<file path="config.mk">
export PLATFORM = sky130hd
export DESIGN_NAME = region_enter_exit_profiler_top
export DESIGN_NICKNAME = d
export VERILOG_FILES = /design/src/hw/rtl/reep_pkg.sv /design/src/hw/rtl/reep_ctrl.sv /design/src/hw/rtl/reep_dp.sv /design/src/hw/rtl/region_enter_exit_profiler_top.sv
export SDC_FILE = /design/constraint.sdc
export NUM_CORES = 2
export LEC_CHECK = 0
export ABC_AREA = 1
export BUFFER_PORTS_ARGS = -buffer_cell sky130_fd_sc_hd__buf_2
export CELL_PAD_IN_SITES_DETAIL_PLACEMENT = 0
export CELL_PAD_IN_SITES_GLOBAL_PLACEMENT = 2
export CORE_ASPECT_RATIO = 1.5
export CORE_MARGIN = 4
export CORE_UTILIZATION = 45
export CTS_CLUSTER_SIZE = 25
export DETAILED_ROUTE_END_ITERATION = 10
export PLACE_DENSITY = 0.8
export SLEW_MARGIN = 20
export SYNTH_ARGS = -nofsm -noshare
export SYNTH_HDL_FRONTEND = slang
export SYNTH_SLANG_ARGS = --single-unit
</file>
<file path="constraint.sdc">
create_clock -name clk -period 68.8 [get_ports clk]
set_input_delay 3.44 -clock clk [delete_from_list [all_inputs] [get_ports clk]]
set_output_delay 3.44 -clock clk [all_outputs]
set_load 0.01 [all_outputs]
</file>
<file path="src/hw/rtl/reep_pkg.sv">
// ----------------------------------------------------------------------------
// reep_pkg
// Shared types and constants of the region enter/exit profiler.
// ----------------------------------------------------------------------------
package reep_pkg;

  localparam int REGION_COUNT = 16;
  localparam int COUNT_WIDTH  = 32;
  localparam int REGION_W     = (REGION_COUNT > 1) ? $clog2(REGION_COUNT) : 1;

  localparam int CMD_W      = 2;
  localparam int REGION_IN_W = 8;
  localparam int TIME_W     = 64;
  localparam int OUT_CNT_W  = 32;
  localparam int IN_DATA_W  = 80;
  localparam int OUT_DATA_W = 200;
  localparam int CFG_IDX_W  = 1;
  localparam int CFG_DATA_W = 1;

  typedef enum logic [CMD_W-1:0] {
    CMD_ENTER = 2'd0,
    CMD_EXIT  = 2'd1,
    CMD_CLEAR = 2'd2,
    CMD_READ  = 2'd3
  } cmd_t;

  typedef enum logic [1:0] {
    ST_OK    = 2'd0,
    ST_RANGE = 2'd1,
    ST_STATE = 2'd2
  } status_t;

  typedef enum logic [CFG_IDX_W-1:0] {
    CFG_TIMING_ENABLE = 1'd0,
    CFG_PULSE_ENABLE  = 1'd1
  } cfg_reg_t;

  typedef enum logic [1:0] {
    S_IDLE   = 2'd0,
    S_FETCH  = 2'd1,
    S_DIFF   = 2'd2,
    S_UPDATE = 2'd3
  } state_t;

  typedef struct packed {
    logic take;
    logic fetch;
    logic diff;
    logic update;
  } ctrl_t;

  typedef struct packed {
    logic out_busy;
  } dp_stat_t;

  // Result item packing, lowest bit first
  localparam int O_STATUS = 0;
  localparam int O_ENTRY  = 2;
  localparam int O_EXIT   = 34;
  localparam int O_TOTAL  = 66;
  localparam int O_LAST   = 130;
  localparam int O_OPEN   = 194;
  localparam int O_FIRE   = 195;
  localparam int O_ENTER  = 196;

endpackage

</file>
<file path="src/hw/rtl/reep_ctrl.sv">
// ----------------------------------------------------------------------------
// reep_ctrl
// Sequencer of one item: take, fetch the region row, form the elapsed time,
// update the row and issue the result.
// ----------------------------------------------------------------------------
module reep_ctrl
  import reep_pkg::*;
(
  input  logic     clk,
  input  logic     rst,
  input  logic     in_valid,
  output logic     in_ready,
  input  dp_stat_t stat,
  output ctrl_t    ctrl
);

  state_t state;
  state_t state_next;

  always_ff @(posedge clk) begin
    if (rst) begin
      state <= S_IDLE;
    end else begin
      state <= state_next;
    end
  end

  always_comb begin
    state_next = state;
    ctrl       = '0;
    in_ready   = 1'b0;
    unique case (state)
      S_IDLE: begin
        in_ready = 1'b1;
        if (in_valid) begin
          ctrl.take  = 1'b1;
          state_next = S_FETCH;
        end
      end
      S_FETCH: begin
        ctrl.fetch = 1'b1;
        state_next = S_DIFF;
      end
      S_DIFF: begin
        ctrl.diff  = 1'b1;
        state_next = S_UPDATE;
      end
      S_UPDATE: begin
        if (!stat.out_busy) begin
          ctrl.update = 1'b1;
          state_next  = S_IDLE;
        end
      end
      default: state_next = S_IDLE;
    endcase
  end

endmodule

</file>
<file path="src/hw/rtl/reep_dp.sv">
// ----------------------------------------------------------------------------
// reep_dp
// Region table, configuration registers, elapsed time arithmetic and the
// result register.
// ----------------------------------------------------------------------------
module reep_dp
  import reep_pkg::*;
(
  input  logic                  clk,
  input  logic                  rst,
  input  logic                  cfg_we,
  input  logic [CFG_IDX_W-1:0]  cfg_index,
  input  logic [CFG_DATA_W-1:0] cfg_data,
  input  logic [IN_DATA_W-1:0]  in_data,
  input  ctrl_t                 ctrl,
  output dp_stat_t              stat,
  output logic                  out_valid,
  input  logic                  out_ready,
  output logic [OUT_DATA_W-1:0] out_data
);

  logic timing_enable;
  logic pulse_enable;

  logic [COUNT_WIDTH-1:0] entries_store     [REGION_COUNT];
  logic [COUNT_WIDTH-1:0] exits_store       [REGION_COUNT];
  logic [TIME_W-1:0]      enter_stamp_store [REGION_COUNT];
  logic [TIME_W-1:0]      elapsed_store     [REGION_COUNT];
  logic                   open_flags        [REGION_COUNT];
  logic [REGION_COUNT-1:0] row_valid;

  cmd_t                   cmd_q;
  logic [REGION_W-1:0]    idx_q;
  logic                   in_range;
  logic [TIME_W-1:0]      now_q;

  logic [COUNT_WIDTH-1:0] ent_r;
  logic [COUNT_WIDTH-1:0] ext_r;
  logic [TIME_W-1:0]      stamp_r;
  logic [TIME_W-1:0]      elap_r;
  logic                   open_r;

  logic [TIME_W-1:0]      diff;
  logic                   now_ge;

  logic [TIME_W:0]        sub_full;
  cmd_t                   in_cmd;
  logic [REGION_IN_W-1:0] in_region;

  logic [COUNT_WIDTH-1:0] ent_new;
  logic [COUNT_WIDTH-1:0] ext_new;
  logic [TIME_W-1:0]      stamp_new;
  logic [TIME_W-1:0]      elap_new;
  logic                   open_new;
  logic                   row_write;
  status_t                status_new;
  logic                   fire_new;
  logic                   entering_new;
  logic                   show_stats;

  logic [COUNT_WIDTH+OUT_CNT_W-1:0] ent_ext;
  logic [COUNT_WIDTH+OUT_CNT_W-1:0] ext_ext;
  logic [OUT_DATA_W-1:0]            out_next;

  assign in_cmd    = cmd_t'(in_data[CMD_W-1:0]);
  assign in_region = in_data[CMD_W +: REGION_IN_W];
  assign sub_full  = {1'b0, now_q} - {1'b0, stamp_r};

  always_ff @(posedge clk) begin
    if (rst) begin
      timing_enable <= 1'b1;
      pulse_enable  <= 1'b1;
    end else if (cfg_we) begin
      unique case (cfg_reg_t'(cfg_index))
        CFG_TIMING_ENABLE: timing_enable <= cfg_data[0];
        CFG_PULSE_ENABLE:  pulse_enable  <= cfg_data[0];
        default: ;
      endcase
    end
  end

  // Latch the item
  always_ff @(posedge clk) begin
    if (ctrl.take) begin
      cmd_q    <= in_cmd;
      idx_q    <= in_region[REGION_W-1:0];
      in_range <= ({1'b0, in_region} < 9'(REGION_COUNT));
      now_q    <= timing_enable ? in_data[CMD_W+REGION_IN_W +: TIME_W] : '0;
    end
  end

  // Fetch the row; a row not written since clear reads as zero
  always_ff @(posedge clk) begin
    if (ctrl.fetch) begin
      if (in_range && row_valid[idx_q]) begin
        ent_r   <= entries_store[idx_q];
        ext_r   <= exits_store[idx_q];
        stamp_r <= enter_stamp_store[idx_q];
        elap_r  <= elapsed_store[idx_q];
        open_r  <= open_flags[idx_q];
      end else begin
        ent_r   <= '0;
        ext_r   <= '0;
        stamp_r <= '0;
        elap_r  <= '0;
        open_r  <= 1'b0;
      end
    end
  end

  always_ff @(posedge clk) begin
    if (ctrl.diff) begin
      diff   <= sub_full[TIME_W-1:0];
      now_ge <= ~sub_full[TIME_W];
    end
  end

  always_comb begin
    ent_new      = ent_r;
    ext_new      = ext_r;
    stamp_new    = stamp_r;
    elap_new     = elap_r;
    open_new     = open_r;
    row_write    = 1'b0;
    status_new   = ST_OK;
    fire_new     = 1'b0;
    entering_new = 1'b0;
    show_stats   = in_range;
    priority if (cmd_q == CMD_CLEAR) begin
      ent_new   = '0;
      ext_new   = '0;
      stamp_new = '0;
      elap_new  = '0;
      open_new  = 1'b0;
    end else if (!in_range) begin
      status_new = ST_RANGE;
    end else if (cmd_q == CMD_ENTER) begin
      ent_new      = ent_r + 1'b1;
      stamp_new    = now_q;
      open_new     = 1'b1;
      row_write    = 1'b1;
      fire_new     = pulse_enable;
      entering_new = pulse_enable;
    end else if (cmd_q == CMD_EXIT) begin
      ext_new   = ext_r + 1'b1;
      row_write = 1'b1;
      fire_new  = pulse_enable;
      if (open_r) begin
        if (now_ge) begin
          elap_new = elap_r + diff;
        end
        open_new = 1'b0;
      end else begin
        status_new = ST_STATE;
      end
    end else begin
      row_write = 1'b0;
    end
  end

  assign ent_ext = {{OUT_CNT_W{1'b0}}, ent_new};
  assign ext_ext = {{OUT_CNT_W{1'b0}}, ext_new};

  // Write back the row
  always_ff @(posedge clk) begin
    if (ctrl.update && row_write) begin
      entries_store[idx_q]     <= ent_new;
      exits_store[idx_q]       <= ext_new;
      enter_stamp_store[idx_q] <= stamp_new;
      elapsed_store[idx_q]     <= elap_new;
      open_flags[idx_q]        <= open_new;
    end
  end

  always_ff @(posedge clk) begin
    if (rst) begin
      row_valid <= '0;
    end else if (ctrl.update) begin
      if (cmd_q == CMD_CLEAR) begin
        row_valid <= '0;
      end else if (row_write) begin
        row_valid[idx_q] <= 1'b1;
      end
    end
  end

  // Result register
  always_ff @(posedge clk) begin
    if (rst) begin
      out_valid <= 1'b0;
    end else if (ctrl.update) begin
      out_valid <= 1'b1;
    end else if (out_ready) begin
      out_valid <= 1'b0;
    end
  end

  always_comb begin
    out_next                         = '0;
    out_next[O_STATUS +: 2]          = status_new;
    out_next[O_FIRE]                 = fire_new;
    out_next[O_ENTER]                = entering_new;
    if (show_stats) begin
      out_next[O_ENTRY +: OUT_CNT_W] = ent_ext[OUT_CNT_W-1:0];
      out_next[O_EXIT +: OUT_CNT_W]  = ext_ext[OUT_CNT_W-1:0];
      out_next[O_TOTAL +: TIME_W]    = elap_new;
      out_next[O_LAST +: TIME_W]     = stamp_new;
      out_next[O_OPEN]               = open_new;
    end
  end

  always_ff @(posedge clk) begin
    if (ctrl.update) begin
      out_data <= out_next;
    end
  end

  assign stat.out_busy = out_valid && !out_ready;

endmodule

</file>
<file path="src/hw/rtl/region_enter_exit_profiler_top.sv">
// ----------------------------------------------------------------------------
// region_enter_exit_profiler_top
// Per-region profiling table with enter, exit, clear and read commands.
// ----------------------------------------------------------------------------
// Each accepted item gives exactly one result item. The block works on one
// item at a time: the sequencer takes the item, fetches the region row,
// forms the elapsed time and updates the row, which loads the result
// register; no new item is accepted before the previous one has updated its
// row. While a result is held in the output register, the next item waits in
// the update step. A finished result waits in the output register while the
// next item is already accepted. Clear empties the whole table at once
// through per-region valid bits; there is no clearing pass after reset.
// Out-of-range enter, exit and read items return status 1 with all other
// fields zero. The timing enable is sampled when an item is taken; the pulse
// enable is applied when the item updates its row.
module region_enter_exit_profiler_top
  import reep_pkg::*;
(
  input  logic                  clk,
  input  logic                  rst,
  input  logic                  cfg_we,
  input  logic [CFG_IDX_W-1:0]  cfg_index,
  input  logic [CFG_DATA_W-1:0] cfg_data,
  input  logic                  s_axis_tvalid,
  output logic                  s_axis_tready,
  // cmd[1:0], region[9:2], now_time[73:10], zero fill[79:74]
  input  logic [IN_DATA_W-1:0]  s_axis_tdata,
  output logic                  m_axis_tvalid,
  input  logic                  m_axis_tready,
  // status[1:0], entry_count[33:2], exit_count[65:34], total_time[129:66],
  // last_enter_time[193:130], region_open[194], pulse_fire[195],
  // pulse_entering[196], zero fill[199:197]
  output logic [OUT_DATA_W-1:0] m_axis_tdata
);

  ctrl_t    ctrl;
  dp_stat_t stat;

  reep_ctrl u_ctrl (
    .clk      (clk),
    .rst      (rst),
    .in_valid (s_axis_tvalid),
    .in_ready (s_axis_tready),
    .stat     (stat),
    .ctrl     (ctrl)
  );

  reep_dp u_dp (
    .clk       (clk),
    .rst       (rst),
    .cfg_we    (cfg_we),
    .cfg_index (cfg_index),
    .cfg_data  (cfg_data),
    .in_data   (s_axis_tdata),
    .ctrl      (ctrl),
    .stat      (stat),
    .out_valid (m_axis_tvalid),
    .out_ready (m_axis_tready),
    .out_data  (m_axis_tdata)
  );

endmodule

</file>
Word level (Yosys, flattened, before mapping)
Memories as Yosys holds them, arrays and structs flattened. A register that Yosys moved wholly into a read port is not among the register bits.
Index checks and enable logic that the tools add are counted.

cells by class
  multipliers = 0
  $lt $le $gt $ge = 3
  mux-type cells = 50
  shift operators = 0
  divide/modulo/power cells = 0
  bitwise logic cells = 6
  add/sub/neg operators = 4
  reductions and logical operators = 21
  equality and inequality tests = 7

operator list
  operator                                                                      count
  64-bit two-way mux                                                            9
  32-bit two-way mux                                                            7
  64-bit by 64-bit subtractor with 65-bit output                                1
  32-bit by 1-bit adder with 32-bit output, second input constant               2
  64-bit adder                                                                  1
  16-bit two-way mux                                                            2
  1-bit two-way mux                                                             26
  16-bit bitwise OR                                                             1
  8-bit by 5-bit less-than comparator with 1-bit output, second input constant  1
  2-bit one-hot mux with 4 select lines                                         1
  2-bit AND reduction                                                           4
  2-bit equality test, second input constant                                    3
  1-bit logical NOT                                                             6
  2-bit two-way mux                                                             3
  4-bit by 5-bit less-than comparator with 1-bit output, second input constant  1
  1-bit NOT                                                                     5
  1-bit binary-select mux with 4-bit select                                     1
  1-bit demux with 4-bit select                                                 1
  2-bit by 1-bit equality test with 1-bit output, second input constant         2
  4-bit by 1-bit >= comparator with 1-bit output, second input constant         1
  1-bit logical AND                                                             4
  2-bit logical NOT                                                             2
  2-bit != test, second input constant                                          2
  2-bit nonzero test                                                            2
  other kinds (3)                                                               3

word-level totals
  input port bits = 87
  memory bits (writable) = 3088
  register bits after elaboration = 354
  bits in latches = 0
  memories kept = 5
  output and inout bits = 202
  logic and storage cells = 112
  memory bits (read-only) = 0

memory list
  memory                  depth  width  rd ports  clocked after memory_dff  write ports  RTL line       RTL
  u_dp.elapsed_store      16     64     1         1                         1            reep_dp.sv:28  logic [TIME_W-1:0] elapsed_store [REGION_COUNT];
  u_dp.enter_stamp_store  16     64     1         1                         1            reep_dp.sv:27  logic [TIME_W-1:0] enter_stamp_store [REGION_COUNT];
  u_dp.entries_store      16     32     1         1                         1            reep_dp.sv:25  logic [COUNT_WIDTH-1:0] entries_store [REGION_COUNT];
  u_dp.exits_store        16     32     1         1                         1            reep_dp.sv:26  logic [COUNT_WIDTH-1:0] exits_store [REGION_COUNT];
  u_dp.open_flags         16     1      1         1                         1            reep_dp.sv:29  logic open_flags [REGION_COUNT];

Longest topological paths before layout
  depth in word-level cells = 8
  depth in mapped cells = 18
  gate-level depth less buffers = 18

Modules after synthesis
Synthesis repeated with hierarchy kept, for this count alone.

second synthesis, totals
  cells, all modules = 11583
  area, all modules = 149535.9 µm²

modules (own cells, without submodules)
  module     cells an instance  area each (µm²)  instances  seq. area each (µm²)
  reep_dp    11556              149348.2         1          108904.4
  reep_ctrl  27                 187.7            1          40.0

Least setup slack after synthesis
OpenSTA, ideal clock, no wires.

  path type = input to register
  start = input port m_axis_tready
  end = memory u_dp.elapsed_store[6][0], enable pin
  required time = 67818 ps
  path buffers = 0
  data arrival time = 28210 ps
  cell stages on the path = 4
  library setup time = 982 ps
  setup slack = 39608 ps
  cell sequence = inv_1 > a21oi_1 > nand2_1 > nor3_1

RTL lines
  what                RTL line                              RTL
  start: declaration  region_enter_exit_profiler_top.sv:29  input logic m_axis_tready,
  end: declaration    reep_dp.sv:28

==> results.toml <==
[layout]
layout_commonest_cell = "edfxtp_1"
area_delta_synth_final_pct = 12.4
final_cells = 15500
drive_above_1_share_pct = 9.80
nFillCells = 27100
mostFrequentLayoutCells = "edfxtp_1 (3614), nand2_1 (1629), a22oi_1 (1544)"
nNetsFinal = 11200

[floorplan]
io_pins = 289
fp-row-count = 256
core_area_um2 = 324000
start_util_pct = 45.1
die_area_um2 = 334000
fp.dieW_um = 473
die_h_um = 706

[power]
sw_frac_of_total_pct = 32.2
p_total_mw = 6.12
p_leak_nw = 56.8
vdd_ir_drop_max_mv = 0.0261
p_int_mw = 4.15
powerDensity_nw_per_um2 = 37.3
clockPowerShare_pct = 31.3
p_seq_share_pct = 45.8
power_frac_comb_pct = 23.0
p_switching_mw = 1.97

[worst_setup_path]
worstPathArrival_ps = 7970
r2r-start = "u_dp.idx_q[1]"
worstReg2RegEnd = "u_dp.stamp_r[20]"
crit_type = "in2reg"
critPathCaptureType = "flop"
cp.required_ps = 69300
reg2reg_slack_ps = 62300
cp-start-kind = "input pin"
worstRegToRegCells = 10
cp_max_fo = 43

[sta]
finalHoldViolCount = 0
worst_slew_pin_slew_ps = 1250
holdWs_ps = 466
clock_skew_ps = 101
rsz0062_at_grt = "no"
fin_crit_sh_pct = 10.9
final.min_clock_period_ps = 7480
slew_headroom_pct = 16.9
drv_slew = 0
tns_ps = 0
finalSetupViolations = 0
clock.fmax_mhz = 134

[hold_path]
hp-start = "u_dp.row_valid[8]"
min_to = "u_dp.row_valid[8]"
min_path_cells = 2
hold_path.class = "reg2reg"

[clock_network]
cts_tree = "yes"
clkLatencyLatePin_ps = 950
clock-sinks = 3635
cts_resized = 0
htreeDepth = 5
path_clk_slew_ps = 70
clockBufferDepth = 4
postCtsSetupRepairBufs = 0
cts_root_buffer = "clkbuf_16"
postCtsHoldBufs = 0
cts_made_buffers = 340

[route]
drt-initial-drc-count = 11600
drc = 0
drt-vias-per-instance = 6.05
routed_wl_um = 473000
dr.pass1.iters = 6
avgRoutedWirePerCell_um = 30.4
antenna_left = 0
vias = 94000

[grt]
grt_max_degree = 169
grt_pass1_wl_um = 663000
antenna_found_initial = 19
grt_pass1_vias = 91200
grt_overflow = 0
grt_usage_pct = 27.4

[job]
maxCapViolCount = 0

[place]
portBuffers = 279
place_congestion = 0.930
dp_cells = 14900
dp_hpwl_um = 269000

[yosys]
synth_adder_area_share_pct = 1.17
synth_flop_cell = "edfxtp_1"
synth-seq-area-share_pct = 74.6
synth_warnings = 0
synth_cells = 10700
netlist_area_um2 = 146000
synth_xor_area_share_pct = 0.629
synth-compound-area-share_pct = 12.2
synth_largest_area_cell = "edfxtp_1"
synth_mux_area_share_pct = 0
syn_avg_cell_area_um2 = 13.7
netlist_top_cells_area = "edfxtp_1 (74%), a22oi_1 (7.9%), nand2_1 (4.2%)"
synth.distinct_cells = 48
synth-edff-count = 3614
async_reset_ff_share_pct = 0
yosysTopAreaCellShare_pct = 74.3
yosys.area_share.simple_pct = 7.83
synth_top_family_by_area = "compound AO/OA/AOI/OAI gates"
ys_ff_latch = 3635

[outcome]
status = "complete, no violations"
## sequential cells by signal, summed over array words and instances, names as in the netlist, 2 cells and up
signal	count
u_dp.elap_r	64
u_dp.elapsed_store	1024
u_dp.out_data	197
u_dp.open_flags	16
u_dp.diff	64
u_ctrl.state	2
u_dp.cmd_q	2
u_dp.row_valid	16
u_dp.ent_r	32
u_dp.ext_r	32
u_dp.entries_store	512
u_dp.idx_q	4
u_dp.stamp_r	64
u_dp.now_q	64
u_dp.exits_store	512
u_dp.enter_stamp_store	1024
## stage by stage
| stage | area, um2 | utilization (%) | setup WS (ps) |
|---|---|---|---|
| 3_5_place_dp | 153000 | 47.2 | 60460 |
| 6_report | 164000 | 50.7 | 61320 |
| 4_1_cts | 164000 | 50.6 | 61420 |
| 2_1_floorplan | 146000 | - | 39610 |
| 5_1_grt | 164000 | 50.7 | 61320 |
| 3_3_place_gp | 153000 | 47.1 | 60490 |
## power groups by stage
| stage | clock, mW | combinational [mW] | sequential (mW) |
|---|---|---|---|
| after floorplan | 0 | 0.823 | 2.82 |
| after global placement | 0 | 1.37 | 2.84 |
| after detailed placement | 0 | 1.39 | 2.84 |
| after CTS | 1.94 | 1.40 | 2.80 |
| after global routing | 2.03 | 1.52 | 2.80 |
| final | 1.91 | 1.40 | 2.80 |
## worst max-delay path, stage by stage
cell,delay [ps]
buf_2,70
inv_1,60
a21oi_4,290
nand2_1,610
nor3_2,880
buf_4,910
buf_4,650
buf_4,830
## layout make-up
type	count	area (um2)	share of cell area, %
diodes	18	45.0	0.0274
flip-flops and latches	3635	109000	66.4
clock inverters	201	2160	1.31
well taps	4257	5330	3.24
inverters	806	3070	1.87
clock buffers	418	9030	5.50
repair buffers	489	3220	1.96
multi-input cells	5711	32300	19.7
## synth_stat cells, types with 65 or more instances
cell      number
a211oi_1     195
a21oi_1      752
a22oi_1     1544
buf_2        147
clkbuf_1     343
edfxtp_1    3614
ha_1         133
inv_1        799
nand2_1     1632
nand3_1      181
nor2_1       656
nor3_1       157
nor4_1        89
o21ai_0      113
xor2_1        65
## how the worst max path moves through the flow
stage	from	to	slack [ps]	depth (start not counted)
after global routing	m_axis_tready	u_dp.elapsed_store[9][21]	61320	8
after floorplan	m_axis_tready	u_dp.elapsed_store[6][0]	39610	4
final	m_axis_tready	u_dp.enter_stamp_store[9][20]	61320	8
after detailed placement	m_axis_tready	u_dp.elapsed_store[9][48]	60460	8
after CTS	m_axis_tready	u_dp.enter_stamp_store[9][20]	61420	8
after global placement	m_axis_tready	u_dp.elapsed_store[9][42]	60490	8
## routing by layer
layer	vias to the layer above	share of wire [%]	routed length (um)	track usage [%]
met5	-	0.066	310	0
met4	14	3.7	17300	9.56
met3	741	8.3	39000	4.09
met2	4741	48	228000	45.1
met1	47800	40	188000	37.2
li1	40700	-	-	-
## logic make-up (layout without fill, tap and decap cells)
family / after synthesis / count (layout)
DFF: 3635 / 3635
xor gates and xnor gates: 105 / 105
other: 1 / 21
adders and majority gates: 135 / 135
AOI/OAI and AO/OA: 2670 / 2670
buffers and inverters: 1345 / 1914
and+or+nand+nor: 2798 / 2798
(Power assumes the default switching activity.)
